**config.mk**
```make
export PLATFORM = sky130hd
export DESIGN_NAME = masked_width_accumulator_alu_flat
export DESIGN_NICKNAME = d
export VERILOG_FILES = /design/src/rtl/mwa_pkg.sv /design/src/rtl/mwa_in_if.sv /design/src/rtl/mwa_out_if.sv /design/src/rtl/mwa_cfg_if.sv /design/src/rtl/mwa_sequencer.sv /design/src/rtl/mwa_datapath.sv /design/src/rtl/masked_width_accumulator_alu.sv /design/src/flat_wrapper.sv
export SDC_FILE = /design/constraint.sdc
export NUM_CORES = 2
export LEC_CHECK = 0
export ABC_AREA = 1
export BUFFER_PORTS_ARGS = -buffer_cell sky130_fd_sc_hd__buf_4
export CORE_MARGIN = 5
export CORE_UTILIZATION = 25
export CTS_BUF_LIST = sky130_fd_sc_hd__clkbuf_16
export DETAILED_ROUTE_END_ITERATION = 16
export GPL_ROUTABILITY_DRIVEN = 0
export PLACE_DENSITY = 0.44
export SYNTH_ARGS = -nofsm -noshare
export SYNTH_HDL_FRONTEND = slang
export SYNTH_SLANG_ARGS = --single-unit
```
**constraint.sdc**
```tcl
create_clock -name clk_i -period 10.3 [get_ports clk_i]
set_input_delay 2.06 -clock clk_i [delete_from_list [all_inputs] [get_ports clk_i]]
set_output_delay 2.06 -clock clk_i [all_outputs]
set_load 0.005 [all_outputs]
```
**src/rtl/mwa_pkg.sv**
```systemverilog
`timescale 1ns / 1ps
`default_nettype none
// ----------------------------------------------------------------------------
// mwa_pkg
// Shared types, microcode layout and control store of the accumulator ALU.
// ----------------------------------------------------------------------------
package mwa_pkg;

  localparam int DataWidthDef = 32;
  localparam int CmdW         = 4;
  localparam int OperandW     = 32;
  localparam int CfgW         = 6;
  localparam logic [CfgW-1:0] ResultWidthRst = 6'd32;
  localparam int PcW          = 5;

  typedef enum logic [CmdW-1:0] {
    CMD_LOAD   = 4'd0,
    CMD_ADD    = 4'd1,
    CMD_SUB    = 4'd2,
    CMD_MUL    = 4'd3,
    CMD_DIV    = 4'd4,
    CMD_AND    = 4'd5,
    CMD_OR     = 4'd6,
    CMD_XOR    = 4'd7,
    CMD_SQRT   = 4'd8,
    CMD_SQUARE = 4'd9,
    CMD_SHL    = 4'd10,
    CMD_SHR    = 4'd11,
    CMD_NOT    = 4'd12
  } cmd_e;

  // datapath action of one microcode step
  typedef enum logic [2:0] {
    DP_NONE      = 3'd0,
    DP_MUL_AB    = 3'd1,
    DP_MUL_SQ    = 3'd2,
    DP_DIV_INIT  = 3'd3,
    DP_DIV_STEP  = 3'd4,
    DP_SQRT_INIT = 3'd5,
    DP_SQRT_STEP = 3'd6,
    DP_COMMIT    = 3'd7
  } dp_op_e;

  // source of the new accumulator value at commit
  typedef enum logic [3:0] {
    RES_A    = 4'd0,
    RES_ADD  = 4'd1,
    RES_SUB  = 4'd2,
    RES_PROD = 4'd3,
    RES_QUO  = 4'd4,
    RES_AND  = 4'd5,
    RES_OR   = 4'd6,
    RES_XOR  = 4'd7,
    RES_ROOT = 4'd8,
    RES_SHL  = 4'd9,
    RES_SHR  = 4'd10,
    RES_NOT  = 4'd11,
    RES_KEEP = 4'd12
  } res_sel_e;

  typedef enum logic [1:0] {
    CNT_NONE = 2'd0,
    CNT_DIV  = 2'd1,
    CNT_SQRT = 2'd2
  } cnt_sel_e;

  typedef enum logic [1:0] {
    J_NEXT = 2'd0,
    J_LOOP = 2'd1,
    J_DONE = 2'd2
  } jump_e;

  typedef struct packed {
    dp_op_e           dp_op;
    res_sel_e         res_sel;
    cnt_sel_e         cnt_sel;
    jump_e            jump;
    logic [PcW-1:0]   target;
  } ctl_word_t;

  // sequencer to datapath
  typedef struct packed {
    logic     capture;
    logic     fire;
    dp_op_e   dp_op;
    res_sel_e res_sel;
  } dp_ctrl_t;

  // datapath to sequencer
  typedef struct packed {
    logic out_stall;
  } dp_status_t;

  // control store addresses
  localparam logic [PcW-1:0] PC_LOAD      = 5'd0;
  localparam logic [PcW-1:0] PC_ADD       = 5'd1;
  localparam logic [PcW-1:0] PC_SUB       = 5'd2;
  localparam logic [PcW-1:0] PC_AND       = 5'd3;
  localparam logic [PcW-1:0] PC_OR        = 5'd4;
  localparam logic [PcW-1:0] PC_XOR       = 5'd5;
  localparam logic [PcW-1:0] PC_SHL       = 5'd6;
  localparam logic [PcW-1:0] PC_SHR       = 5'd7;
  localparam logic [PcW-1:0] PC_NOT       = 5'd8;
  localparam logic [PcW-1:0] PC_KEEP      = 5'd9;
  localparam logic [PcW-1:0] PC_MUL       = 5'd10;
  localparam logic [PcW-1:0] PC_MUL_WB    = 5'd11;
  localparam logic [PcW-1:0] PC_SQUARE    = 5'd12;
  localparam logic [PcW-1:0] PC_SQUARE_WB = 5'd13;
  localparam logic [PcW-1:0] PC_DIV       = 5'd14;
  localparam logic [PcW-1:0] PC_DIV_LOOP  = 5'd15;
  localparam logic [PcW-1:0] PC_DIV_WB    = 5'd16;
  localparam logic [PcW-1:0] PC_SQRT      = 5'd17;
  localparam logic [PcW-1:0] PC_SQRT_LOOP = 5'd18;
  localparam logic [PcW-1:0] PC_SQRT_WB   = 5'd19;

  function automatic ctl_word_t step_word(dp_op_e op, res_sel_e rs, cnt_sel_e cs,
                                          jump_e jp, logic [PcW-1:0] tgt);
    ctl_word_t w;
    w.dp_op   = op;
    w.res_sel = rs;
    w.cnt_sel = cs;
    w.jump    = jp;
    w.target  = tgt;
    return w;
  endfunction

  function automatic ctl_word_t commit_word(res_sel_e rs);
    return step_word(DP_COMMIT, rs, CNT_NONE, J_DONE, PC_LOAD);
  endfunction

  // microprogram
  function automatic ctl_word_t rom_word(logic [PcW-1:0] pc);
    ctl_word_t w;
    w = step_word(DP_NONE, RES_KEEP, CNT_NONE, J_DONE, PC_LOAD);
    unique case (pc)
      PC_LOAD:      w = commit_word(RES_A);
      PC_ADD:       w = commit_word(RES_ADD);
      PC_SUB:       w = commit_word(RES_SUB);
      PC_AND:       w = commit_word(RES_AND);
      PC_OR:        w = commit_word(RES_OR);
      PC_XOR:       w = commit_word(RES_XOR);
      PC_SHL:       w = commit_word(RES_SHL);
      PC_SHR:       w = commit_word(RES_SHR);
      PC_NOT:       w = commit_word(RES_NOT);
      PC_KEEP:      w = commit_word(RES_KEEP);
      PC_MUL:       w = step_word(DP_MUL_AB, RES_KEEP, CNT_NONE, J_NEXT, PC_LOAD);
      PC_MUL_WB:    w = commit_word(RES_PROD);
      PC_SQUARE:    w = step_word(DP_MUL_SQ, RES_KEEP, CNT_NONE, J_NEXT, PC_LOAD);
      PC_SQUARE_WB: w = commit_word(RES_PROD);
      PC_DIV:       w = step_word(DP_DIV_INIT, RES_KEEP, CNT_DIV, J_NEXT, PC_LOAD);
      PC_DIV_LOOP:  w = step_word(DP_DIV_STEP, RES_KEEP, CNT_NONE, J_LOOP, PC_DIV_LOOP);
      PC_DIV_WB:    w = commit_word(RES_QUO);
      PC_SQRT:      w = step_word(DP_SQRT_INIT, RES_KEEP, CNT_SQRT, J_NEXT, PC_LOAD);
      PC_SQRT_LOOP: w = step_word(DP_SQRT_STEP, RES_KEEP, CNT_NONE, J_LOOP, PC_SQRT_LOOP);
      PC_SQRT_WB:   w = commit_word(RES_ROOT);
      default:      w = step_word(DP_NONE, RES_KEEP, CNT_NONE, J_DONE, PC_LOAD);
    endcase
    return w;
  endfunction

  // dispatch: command to first microcode address
  function automatic logic [PcW-1:0] entry_pc(logic [CmdW-1:0] cmd);
    logic [PcW-1:0] pc;
    pc = PC_KEEP;
    unique case (cmd)
      CMD_LOAD:   pc = PC_LOAD;
      CMD_ADD:    pc = PC_ADD;
      CMD_SUB:    pc = PC_SUB;
      CMD_MUL:    pc = PC_MUL;
      CMD_DIV:    pc = PC_DIV;
      CMD_AND:    pc = PC_AND;
      CMD_OR:     pc = PC_OR;
      CMD_XOR:    pc = PC_XOR;
      CMD_SQRT:   pc = PC_SQRT;
      CMD_SQUARE: pc = PC_SQUARE;
      CMD_SHL:    pc = PC_SHL;
      CMD_SHR:    pc = PC_SHR;
      CMD_NOT:    pc = PC_NOT;
      default:    pc = PC_KEEP;
    endcase
    return pc;
  endfunction

endpackage
`default_nettype wire

```
**src/rtl/mwa_in_if.sv**
```systemverilog
`timescale 1ns / 1ps
`default_nettype none
// ----------------------------------------------------------------------------
// mwa_in_if
// Command channel: one command and two operands per item.
// ----------------------------------------------------------------------------
interface mwa_in_if;
  logic                          valid;
  logic                          ready;
  logic [mwa_pkg::CmdW-1:0]      cmd;
  logic [mwa_pkg::OperandW-1:0]  operand_a;
  logic [mwa_pkg::OperandW-1:0]  operand_b;

  modport source (output valid, output cmd, output operand_a, output operand_b,
                  input ready);
  modport sink   (input valid, input cmd, input operand_a, input operand_b,
                  output ready);
endinterface
`default_nettype wire

```
**src/rtl/mwa_out_if.sv**
```systemverilog
`timescale 1ns / 1ps
`default_nettype none
// ----------------------------------------------------------------------------
// mwa_out_if
// Result channel: the new accumulator value per item.
// ----------------------------------------------------------------------------
interface mwa_out_if;
  logic                          valid;
  logic                          ready;
  logic [mwa_pkg::OperandW-1:0]  result_value;

  modport source (output valid, output result_value, input ready);
  modport sink   (input valid, input result_value, output ready);
endinterface
`default_nettype wire

```
**src/rtl/mwa_cfg_if.sv**
```systemverilog
`timescale 1ns / 1ps
`default_nettype none
// ----------------------------------------------------------------------------
// mwa_cfg_if
// Configuration write channel for the result width register.
// ----------------------------------------------------------------------------
interface mwa_cfg_if;
  logic                      valid;
  logic                      ready;
  logic [mwa_pkg::CfgW-1:0]  result_width;

  modport source (output valid, output result_width, input ready);
  modport sink   (input valid, input result_width, output ready);
endinterface
`default_nettype wire

```
**src/rtl/mwa_sequencer.sv**
```systemverilog
`timescale 1ns / 1ps
`default_nettype none
// ----------------------------------------------------------------------------
// mwa_sequencer
// Step counter, control store lookup, loop counter and conditional jumps.
// ----------------------------------------------------------------------------
module mwa_sequencer #(
  parameter int DATA_WIDTH = mwa_pkg::DataWidthDef
) (
  input  logic                     clk_i,
  input  logic                     rst_ni,
  input  logic                     in_valid_i,
  input  logic [mwa_pkg::CmdW-1:0] cmd_i,
  output logic                     in_ready_o,
  input  mwa_pkg::dp_status_t      status_i,
  output mwa_pkg::dp_ctrl_t        ctrl_o
);

  localparam int AccW = (DATA_WIDTH < 32) ? DATA_WIDTH : 32;
  localparam int SqN  = (AccW + 1) / 2;
  localparam int CntW = $clog2(AccW);
  localparam logic [CntW-1:0] DivCount  = CntW'(AccW - 1);
  localparam logic [CntW-1:0] SqrtCount = CntW'(SqN - 1);

  logic [mwa_pkg::PcW-1:0] pc_q, pc_d;
  logic                    busy_q, busy_d;
  logic [CntW-1:0]         cnt_q, cnt_d;
  mwa_pkg::ctl_word_t      ctl;
  logic                    accept;
  logic                    stall;
  logic                    fire;

  assign ctl        = mwa_pkg::rom_word(pc_q);
  assign in_ready_o = ~busy_q;
  assign accept     = in_valid_i & ~busy_q;
  // hold a commit step while the output register is still full
  assign stall      = busy_q & (ctl.dp_op == mwa_pkg::DP_COMMIT) & status_i.out_stall;
  assign fire       = busy_q & ~stall;

  assign ctrl_o.capture = accept;
  assign ctrl_o.fire    = fire;
  assign ctrl_o.dp_op   = ctl.dp_op;
  assign ctrl_o.res_sel = ctl.res_sel;

  always_comb begin
    pc_d   = pc_q;
    busy_d = busy_q;
    cnt_d  = cnt_q;
    if (accept) begin
      pc_d   = mwa_pkg::entry_pc(cmd_i);
      busy_d = 1'b1;
    end else if (fire) begin
      unique case (ctl.cnt_sel)
        mwa_pkg::CNT_DIV:  cnt_d = DivCount;
        mwa_pkg::CNT_SQRT: cnt_d = SqrtCount;
        default:           cnt_d = cnt_q;
      endcase
      unique case (ctl.jump)
        mwa_pkg::J_NEXT: pc_d = pc_q + mwa_pkg::PcW'(1);
        mwa_pkg::J_LOOP: begin
          if (cnt_q != '0) begin
            pc_d  = ctl.target;
            cnt_d = cnt_q - CntW'(1);
          end else begin
            pc_d = pc_q + mwa_pkg::PcW'(1);
          end
        end
        mwa_pkg::J_DONE: busy_d = 1'b0;
        default:         busy_d = 1'b0;
      endcase
    end
  end

  always_ff @(posedge clk_i or negedge rst_ni) begin
    if (!rst_ni) begin
      pc_q   <= mwa_pkg::PC_LOAD;
      busy_q <= 1'b0;
      cnt_q  <= '0;
    end else begin
      pc_q   <= pc_d;
      busy_q <= busy_d;
      cnt_q  <= cnt_d;
    end
  end

`ifndef NO_ASSERTIONS
  a_commit_free: assert property (@(posedge clk_i) disable iff (!rst_ni)
    fire && ctl.dp_op == mwa_pkg::DP_COMMIT |-> !status_i.out_stall)
    else $error("commit issued into a full output register");

  a_accept_busy: assert property (@(posedge clk_i) disable iff (!rst_ni)
    accept |=> busy_q && pc_q == mwa_pkg::entry_pc($past(cmd_i)))
    else $error("accepted item did not start at its dispatch address");

  a_idle_quiet: assert property (@(posedge clk_i) disable iff (!rst_ni)
    !busy_q |-> !ctrl_o.fire)
    else $error("datapath step fired while idle");
`endif

endmodule
`default_nettype wire

```
**src/rtl/mwa_datapath.sv**
```systemverilog
`timescale 1ns / 1ps
`default_nettype none
// ----------------------------------------------------------------------------
// mwa_datapath
// Operand and accumulator registers, shared multiplier, one-bit divide and
// square root steps, width masking and the output register.
// ----------------------------------------------------------------------------
module mwa_datapath #(
  parameter int DATA_WIDTH = mwa_pkg::DataWidthDef
) (
  input  logic                         clk_i,
  input  logic                         rst_ni,
  input  logic [mwa_pkg::OperandW-1:0] operand_a_i,
  input  logic [mwa_pkg::OperandW-1:0] operand_b_i,
  input  logic                         cfg_valid_i,
  input  logic [mwa_pkg::CfgW-1:0]     cfg_width_i,
  input  mwa_pkg::dp_ctrl_t            ctrl_i,
  output mwa_pkg::dp_status_t          status_o,
  output logic                         out_valid_o,
  input  logic                         out_ready_i,
  output logic [mwa_pkg::OperandW-1:0] out_data_o
);

  localparam int AccW = (DATA_WIDTH < 32) ? DATA_WIDTH : 32;
  localparam int SqN  = (AccW + 1) / 2;
  localparam int SqW  = 2 * SqN;
  localparam int RemW = SqN + 2;

  logic [mwa_pkg::CfgW-1:0] rw_q;
  logic [AccW-1:0]          a_q, b_q, acc_q, acc_d;
  logic [AccW-1:0]          prod_q, quo_q, drem_q;
  logic [SqW-1:0]           sx_q;
  logic [RemW-1:0]          srem_q;
  logic [SqN-1:0]           root_q;
  logic                     out_valid_q;
  logic [mwa_pkg::OperandW-1:0] out_data_q;

  logic [mwa_pkg::CfgW-1:0] rw_lo, rw_eff;
  logic [6:0]               mask_sh;
  logic [AccW-1:0]          mask;
  logic [AccW-1:0]          mul_x, mul_y, mul_lo;
  logic [AccW:0]            dsh, dsub;
  logic                     dge;
  logic [RemW-1:0]          ssh, strial, ssub;
  logic                     sge;
  logic [AccW-1:0]          res_v;
  logic                     commit;

  // width 0 acts as 1, anything past the datapath acts as the full width
  assign rw_lo   = (rw_q == '0) ? mwa_pkg::CfgW'(1) : rw_q;
  assign rw_eff  = (rw_lo > mwa_pkg::CfgW'(AccW)) ? mwa_pkg::CfgW'(AccW) : rw_lo;
  assign mask_sh = 7'(AccW) - {1'b0, rw_eff};
  assign mask    = {AccW{1'b1}} >> mask_sh;

  assign mul_x  = (ctrl_i.dp_op == mwa_pkg::DP_MUL_SQ) ? acc_q : a_q;
  assign mul_y  = (ctrl_i.dp_op == mwa_pkg::DP_MUL_SQ) ? acc_q : b_q;
  assign mul_lo = mul_x * mul_y;

  // restoring divide: one quotient bit per step
  assign dsh  = {drem_q, quo_q[AccW-1]};
  assign dge  = dsh >= {1'b0, b_q};
  assign dsub = dsh - {1'b0, b_q};

  // digit-by-digit square root: two radicand bits per step
  assign ssh    = {srem_q[RemW-3:0], sx_q[SqW-1 -: 2]};
  assign strial = {root_q, 2'b01};
  assign sge    = ssh >= strial;
  assign ssub   = ssh - strial;

  assign commit = ctrl_i.fire & (ctrl_i.dp_op == mwa_pkg::DP_COMMIT);

  always_comb begin
    unique case (ctrl_i.res_sel)
      mwa_pkg::RES_A:    res_v = a_q;
      mwa_pkg::RES_ADD:  res_v = a_q + b_q;
      mwa_pkg::RES_SUB:  res_v = a_q - b_q;
      mwa_pkg::RES_PROD: res_v = prod_q;
      mwa_pkg::RES_QUO:  res_v = (b_q == '0) ? '0 : quo_q;
      mwa_pkg::RES_AND:  res_v = a_q & b_q;
      mwa_pkg::RES_OR:   res_v = a_q | b_q;
      mwa_pkg::RES_XOR:  res_v = a_q ^ b_q;
      mwa_pkg::RES_ROOT: res_v = AccW'(root_q);
      mwa_pkg::RES_SHL:  res_v = {acc_q[AccW-2:0], 1'b0};
      mwa_pkg::RES_SHR:  res_v = {1'b0, acc_q[AccW-1:1]};
      mwa_pkg::RES_NOT:  res_v = ~acc_q;
      default:           res_v = acc_q;
    endcase
  end

  // unknown commands keep the accumulator as it stands, without masking
  assign acc_d = (ctrl_i.res_sel == mwa_pkg::RES_KEEP) ? acc_q : (res_v & mask);

  assign status_o.out_stall = out_valid_q & ~out_ready_i;
  assign out_valid_o        = out_valid_q;
  assign out_data_o         = out_data_q;

  always_ff @(posedge clk_i or negedge rst_ni) begin
    if (!rst_ni) begin
      rw_q        <= mwa_pkg::ResultWidthRst;
      acc_q       <= '0;
      out_valid_q <= 1'b0;
    end else begin
      if (cfg_valid_i) begin
        rw_q <= cfg_width_i;
      end
      if (commit) begin
        acc_q       <= acc_d;
        out_valid_q <= 1'b1;
      end else if (out_ready_i) begin
        out_valid_q <= 1'b0;
      end
    end
  end

  always_ff @(posedge clk_i) begin
    if (ctrl_i.capture) begin
      a_q <= operand_a_i[AccW-1:0];
      b_q <= operand_b_i[AccW-1:0];
    end
    if (commit) begin
      out_data_q <= mwa_pkg::OperandW'(acc_d);
    end
    if (ctrl_i.fire) begin
      unique case (ctrl_i.dp_op)
        mwa_pkg::DP_MUL_AB, mwa_pkg::DP_MUL_SQ: prod_q <= mul_lo;
        mwa_pkg::DP_DIV_INIT: begin
          drem_q <= '0;
          quo_q  <= a_q;
        end
        mwa_pkg::DP_DIV_STEP: begin
          drem_q <= dge ? dsub[AccW-1:0] : dsh[AccW-1:0];
          quo_q  <= {quo_q[AccW-2:0], dge};
        end
        mwa_pkg::DP_SQRT_INIT: begin
          sx_q   <= SqW'(acc_q);
          srem_q <= '0;
          root_q <= '0;
        end
        mwa_pkg::DP_SQRT_STEP: begin
          sx_q   <= {sx_q[SqW-3:0], 2'b00};
          srem_q <= sge ? ssub : ssh;
          root_q <= {root_q[SqN-2:0], sge};
        end
        default: ;
      endcase
    end
  end

`ifndef NO_ASSERTIONS
  a_commit_shows: assert property (@(posedge clk_i) disable iff (!rst_ni)
    commit |=> out_valid_q)
    else $error("commit did not load the output register");

  a_acc_masked: assert property (@(posedge clk_i) disable iff (!rst_ni)
    commit && ctrl_i.res_sel != mwa_pkg::RES_KEEP |=> (acc_q & ~$past(mask)) == '0)
    else $error("accumulator holds bits beyond the result width");
`endif

endmodule
`default_nettype wire

```
**src/rtl/masked_width_accumulator_alu.sv**
```systemverilog
`timescale 1ns / 1ps
`default_nettype none
// From accept to result valid: load, logic, add, sub and shifts go straight
// to their commit step; multiply and square run a multiply step first; the
// square root and divide run an init step and a loop before their commit
// step. The divide loop, one quotient bit per step, sets the worst case.
// One item at a time: a new item is accepted once the result is committed.
// Reset (rst_ni low, asynchronous) clears the accumulator, sets width to 32.
// ----------------------------------------------------------------------------
// masked_width_accumulator_alu
// Microcoded accumulator ALU; results of all known commands are width masked.
// ----------------------------------------------------------------------------
module masked_width_accumulator_alu #(
  parameter int DATA_WIDTH = mwa_pkg::DataWidthDef
) (
  input  logic       clk_i,
  input  logic       rst_ni,
  mwa_in_if.sink     in_i,
  mwa_out_if.source  out_o,
  mwa_cfg_if.sink    cfg_i
);

  mwa_pkg::dp_ctrl_t   ctrl;
  mwa_pkg::dp_status_t status;
  logic                in_ready;
  logic                out_valid;
  logic [mwa_pkg::OperandW-1:0] out_data;

  assign in_i.ready         = in_ready;
  assign cfg_i.ready        = 1'b1;
  assign out_o.valid        = out_valid;
  assign out_o.result_value = out_data;

  mwa_sequencer #(
    .DATA_WIDTH (DATA_WIDTH)
  ) u_seq (
    .clk_i      (clk_i),
    .rst_ni     (rst_ni),
    .in_valid_i (in_i.valid),
    .cmd_i      (in_i.cmd),
    .in_ready_o (in_ready),
    .status_i   (status),
    .ctrl_o     (ctrl)
  );

  mwa_datapath #(
    .DATA_WIDTH (DATA_WIDTH)
  ) u_dp (
    .clk_i       (clk_i),
    .rst_ni      (rst_ni),
    .operand_a_i (in_i.operand_a),
    .operand_b_i (in_i.operand_b),
    .cfg_valid_i (cfg_i.valid),
    .cfg_width_i (cfg_i.result_width),
    .ctrl_i      (ctrl),
    .status_o    (status),
    .out_valid_o (out_valid),
    .out_ready_i (out_o.ready),
    .out_data_o  (out_data)
  );

endmodule
`default_nettype wire

```
**src/flat_wrapper.sv**
```systemverilog
// flat-port wrapper written by rule: the top's interface ports become plain ports
module masked_width_accumulator_alu_flat 
#(
  parameter int DATA_WIDTH = mwa_pkg::DataWidthDef
)
  (clk_i, rst_ni, in_i_valid, in_i_cmd, in_i_operand_a, in_i_operand_b, in_i_ready, out_o_valid, out_o_result_value, out_o_ready, cfg_i_valid, cfg_i_result_width, cfg_i_ready);
  mwa_in_if in_i_i ();
  mwa_out_if out_o_i ();
  mwa_cfg_if cfg_i_i ();
  input  logic clk_i;
  input  logic rst_ni;
  input wire logic [$bits(in_i_i.valid)-1:0] in_i_valid;
  input wire logic [$bits(in_i_i.cmd)-1:0] in_i_cmd;
  input wire logic [$bits(in_i_i.operand_a)-1:0] in_i_operand_a;
  input wire logic [$bits(in_i_i.operand_b)-1:0] in_i_operand_b;
  output wire logic [$bits(in_i_i.ready)-1:0] in_i_ready;
  output wire logic [$bits(out_o_i.valid)-1:0] out_o_valid;
  output wire logic [$bits(out_o_i.result_value)-1:0] out_o_result_value;
  input wire logic [$bits(out_o_i.ready)-1:0] out_o_ready;
  input wire logic [$bits(cfg_i_i.valid)-1:0] cfg_i_valid;
  input wire logic [$bits(cfg_i_i.result_width)-1:0] cfg_i_result_width;
  output wire logic [$bits(cfg_i_i.ready)-1:0] cfg_i_ready;
  assign in_i_i.valid = in_i_valid;
  assign in_i_i.cmd = in_i_cmd;
  assign in_i_i.operand_a = in_i_operand_a;
  assign in_i_i.operand_b = in_i_operand_b;
  assign in_i_ready = in_i_i.ready;
  assign out_o_valid = out_o_i.valid;
  assign out_o_result_value = out_o_i.result_value;
  assign out_o_i.ready = out_o_ready;
  assign cfg_i_i.valid = cfg_i_valid;
  assign cfg_i_i.result_width = cfg_i_result_width;
  assign cfg_i_ready = cfg_i_i.ready;
  masked_width_accumulator_alu #(.DATA_WIDTH(DATA_WIDTH)) u_core (.clk_i(clk_i), .rst_ni(rst_ni), .in_i(in_i_i), .out_o(out_o_i), .cfg_i(cfg_i_i));
endmodule
```
==> results.md <==
* Finished Layout Cells at 6471
* Clock sink count at 306
* Crit path capture type: flip-flop
* IO Port Bufs at 112
* Largest net degree at the start of global routing at 78
* Period minus WS final at 9.82 ns
* Clock Skew at 0.0299 ns
* Min-Delay Path Depth at 2
* Final Cycle Share at 0.954
* Cell variety after synth at 60
* Crit-path max cell delay at 0.68 ns
* Max-cap violations at 0
* Placeable core area at 145000 um2
* Total Routing Usage GR at 0.194
* # IOs at 114
* CTS max path bufs at 3
* Initial DRC Count at 3040
* Final setup viols at 0
* H-tree Lvls at 2
* Fin. max-slew vios at 0
* Share of cells above drive strength 1 at 0.0721
* Reg2reg start: u_core.u_seq.pc_q[0]
* Post-synth EDFFs at 256
* Critical path required time at 10.64 ns
* Final ANT Viol Nets at 0
* Via count at 31800
* Flop2flop setup slack at 0.48 ns
* R2R depth at 33
* WL final at 152000 um
* CP Max Fanout at 52
* Cells after Synth at 4461
* Die W at 391 um
* Mapped Nets at 5231
* Clk root buf: clkbuf_16
* Synth warn at 0
* Residual DRC at 0
* Outcome: complete, no violations
* Slew headroom at 0.170
* Slew @ Worst Pin at 1.24 ns
* Yosys top cell by area: fa_1
* Die ar. at 153000 um2
* Die extent in y at 391 um
* Vias in the first global route at 31400
* Post-DP HPWL at 120000 um
* Hold_sp: u_core.u_seq.busy_q
* Synth top area share at 0.226
* GRT overflow at 0
* First-pass detailed-route iteration total at 6
* Unrepaired setup endpoints after global routing: false
* Most common cell in the netlist: nand2_1
* Endpoint, Worst Hold: u_core.u_seq.busy_q
* Initial antenna violation count at 4
* TritonCTS clock tree: yes
* Flops & latches, synth at 306
* Setup TNS at 0 ns
* DR WL/cell at 23.5 um
* Hold WC Path Type: reg -> reg
* P&R area growth vs syn at 11.9%
* Setup repair bufs after CTS at 0
* Clk pin slew, worst setup/hold paths at 0.06 ns
* Worst-Skew Late Latency at 0.59 ns
* FP Rows at 140
* Syn_area_per_cell at 8.15 um2
* # resized after CTS at 0
* Post-synthesis cell area at 36300 um2
* Top area cells in the synthesized netlist: fa_1 (23%), edfxtp_1 (21%), ha_1 (9.7%)
* Most instantiated cells after synthesis: nand2_1 (890), inv_1 (734), nor2_1 (566)
* Startpoint types: flip-flop
* Post-CTS Hold Buffers at 0
* Critical path class: reg -> reg
* Initial Util at 0.251
* Placed Cells incl. Taps at 6398
* Final hold vios at 0
* Achievable Freq at 0.102 GHz
* Sequential element share of the synthesized area at 0.246
* Slowest stage cell, crit path: nand2_1
* Via density per instance at 4.91
* Arrival time worst endpoint at 10.16 ns
* Final net count at 5291
* Total CTS buffers at 38
* Reg2reg end: u_core.u_dp.prod_q[31]
* First-pass GRT wire length at 218000 um
* Ys flop type: edfxtp_1
* Post-layout util at 0.280
* Fraction of registers with async set/reset at 0.163
[critical path: cells and delay by family (launching register included)]
kind            cells  cell delay, ns
fa+ha+maj          10            4.59
flops               1            0.44
compound gates      4            0.82
buf+inv             6            1.44
simple gates       13            2.24
[area by class of cell]
type / instances / area, um2
Timing Repair Buffer: 167 / 1250
Antenna cell: 3 / 7.51
Clock inverter: 32 / 302
Clock buffer: 38 / 951
Multi-Input combinational cell: 3232 / 23900
Fill cell: 15900 / 104000
Sequential cell: 306 / 8940
Tap cell: 1917 / 2400
Inverter: 776 / 2910
[sequential cells by signal, summed over array words and instances (netlist names), 5 cells and up]
name / flops
u_core.u_dp.a_q: 32
u_core.u_dp.acc_q: 32
u_core.u_dp.b_q: 32
u_core.u_dp.drem_q: 32
u_core.u_dp.out_data_o: 32
u_core.u_dp.prod_q: 32
u_core.u_dp.quo_q: 32
u_core.u_dp.root_q: 16
u_core.u_dp.rw_q: 6
u_core.u_dp.srem_q: 16
u_core.u_dp.sx_q: 32
u_core.u_seq.cnt_q: 5
u_core.u_seq.pc_q: 5
[worst max path at each step]
stage / from / endpoint
6_report: u_core.u_seq.pc_q[0] / u_core.u_dp.prod_q[31]
4_1_cts: u_core.u_seq.pc_q[0] / u_core.u_dp.prod_q[31]
2_1_floorplan: u_core.u_seq.pc_q[0] / u_core.u_dp.root_q[0]
3_3_place_gp: u_core.u_seq.pc_q[0] / u_core.u_dp.prod_q[31]
5_1_grt: u_core.u_seq.pc_q[0] / u_core.u_dp.prod_q[31]
3_5_place_dp: u_core.u_seq.pc_q[0] / u_core.u_dp.prod_q[31]
[through the flow]
step / worst slack (ns) / hold WS (ns) / cell area, um2
2_1_floorplan: 2.12 / 0.467 / 36300
3_3_place_gp: 0.791 / 0.483 / 39400
3_5_place_dp: 0.642 / 0.488 / 39400
4_1_cts: 0.590 / 0.502 / 40700
5_1_grt: 0.136 / 0.550 / 40700
6_report: 0.478 / 0.499 / 40700
[placed cells by master (no fill, tap or decap), drive strengths merged, types with 107 or more instances in the layout]
master / n
nand2: 906
inv: 779
nor2: 570
fa: 410
o21ai: 327
ha: 281
edfxtp: 256
a21oi: 199
buf: 167
nand3: 107
[cell families after synthesis]
group	share of synthesized area
simple gates	0.188
fa+ha+maj	0.323
compound gates	0.112
xor+xnor	0.0321
flops	0.246
other cells	0.000103
buf+inv	0.0986
mux	0.000620
[routing by layer]
| layer | part of all wire | routed length, um | global-route usage | vias to the layer above |
|---|---|---|---|---|
| met2 | 0.45 | 68600 | 0.311 | 1317 |
| li1 | - | - | - | 14400 |
| met3 | 0.079 | 11900 | 0.0384 | 283 |
| met4 | 0.044 | 6670 | 0.0748 | 2 |
| met5 | 0.000086 | 13 | 0 | - |
| met1 | 0.43 | 64500 | 0.259 | 15800 |
Power is not shown: default switching activity piles up to over one toggle a cycle in this logic, so the estimate is an artifact.
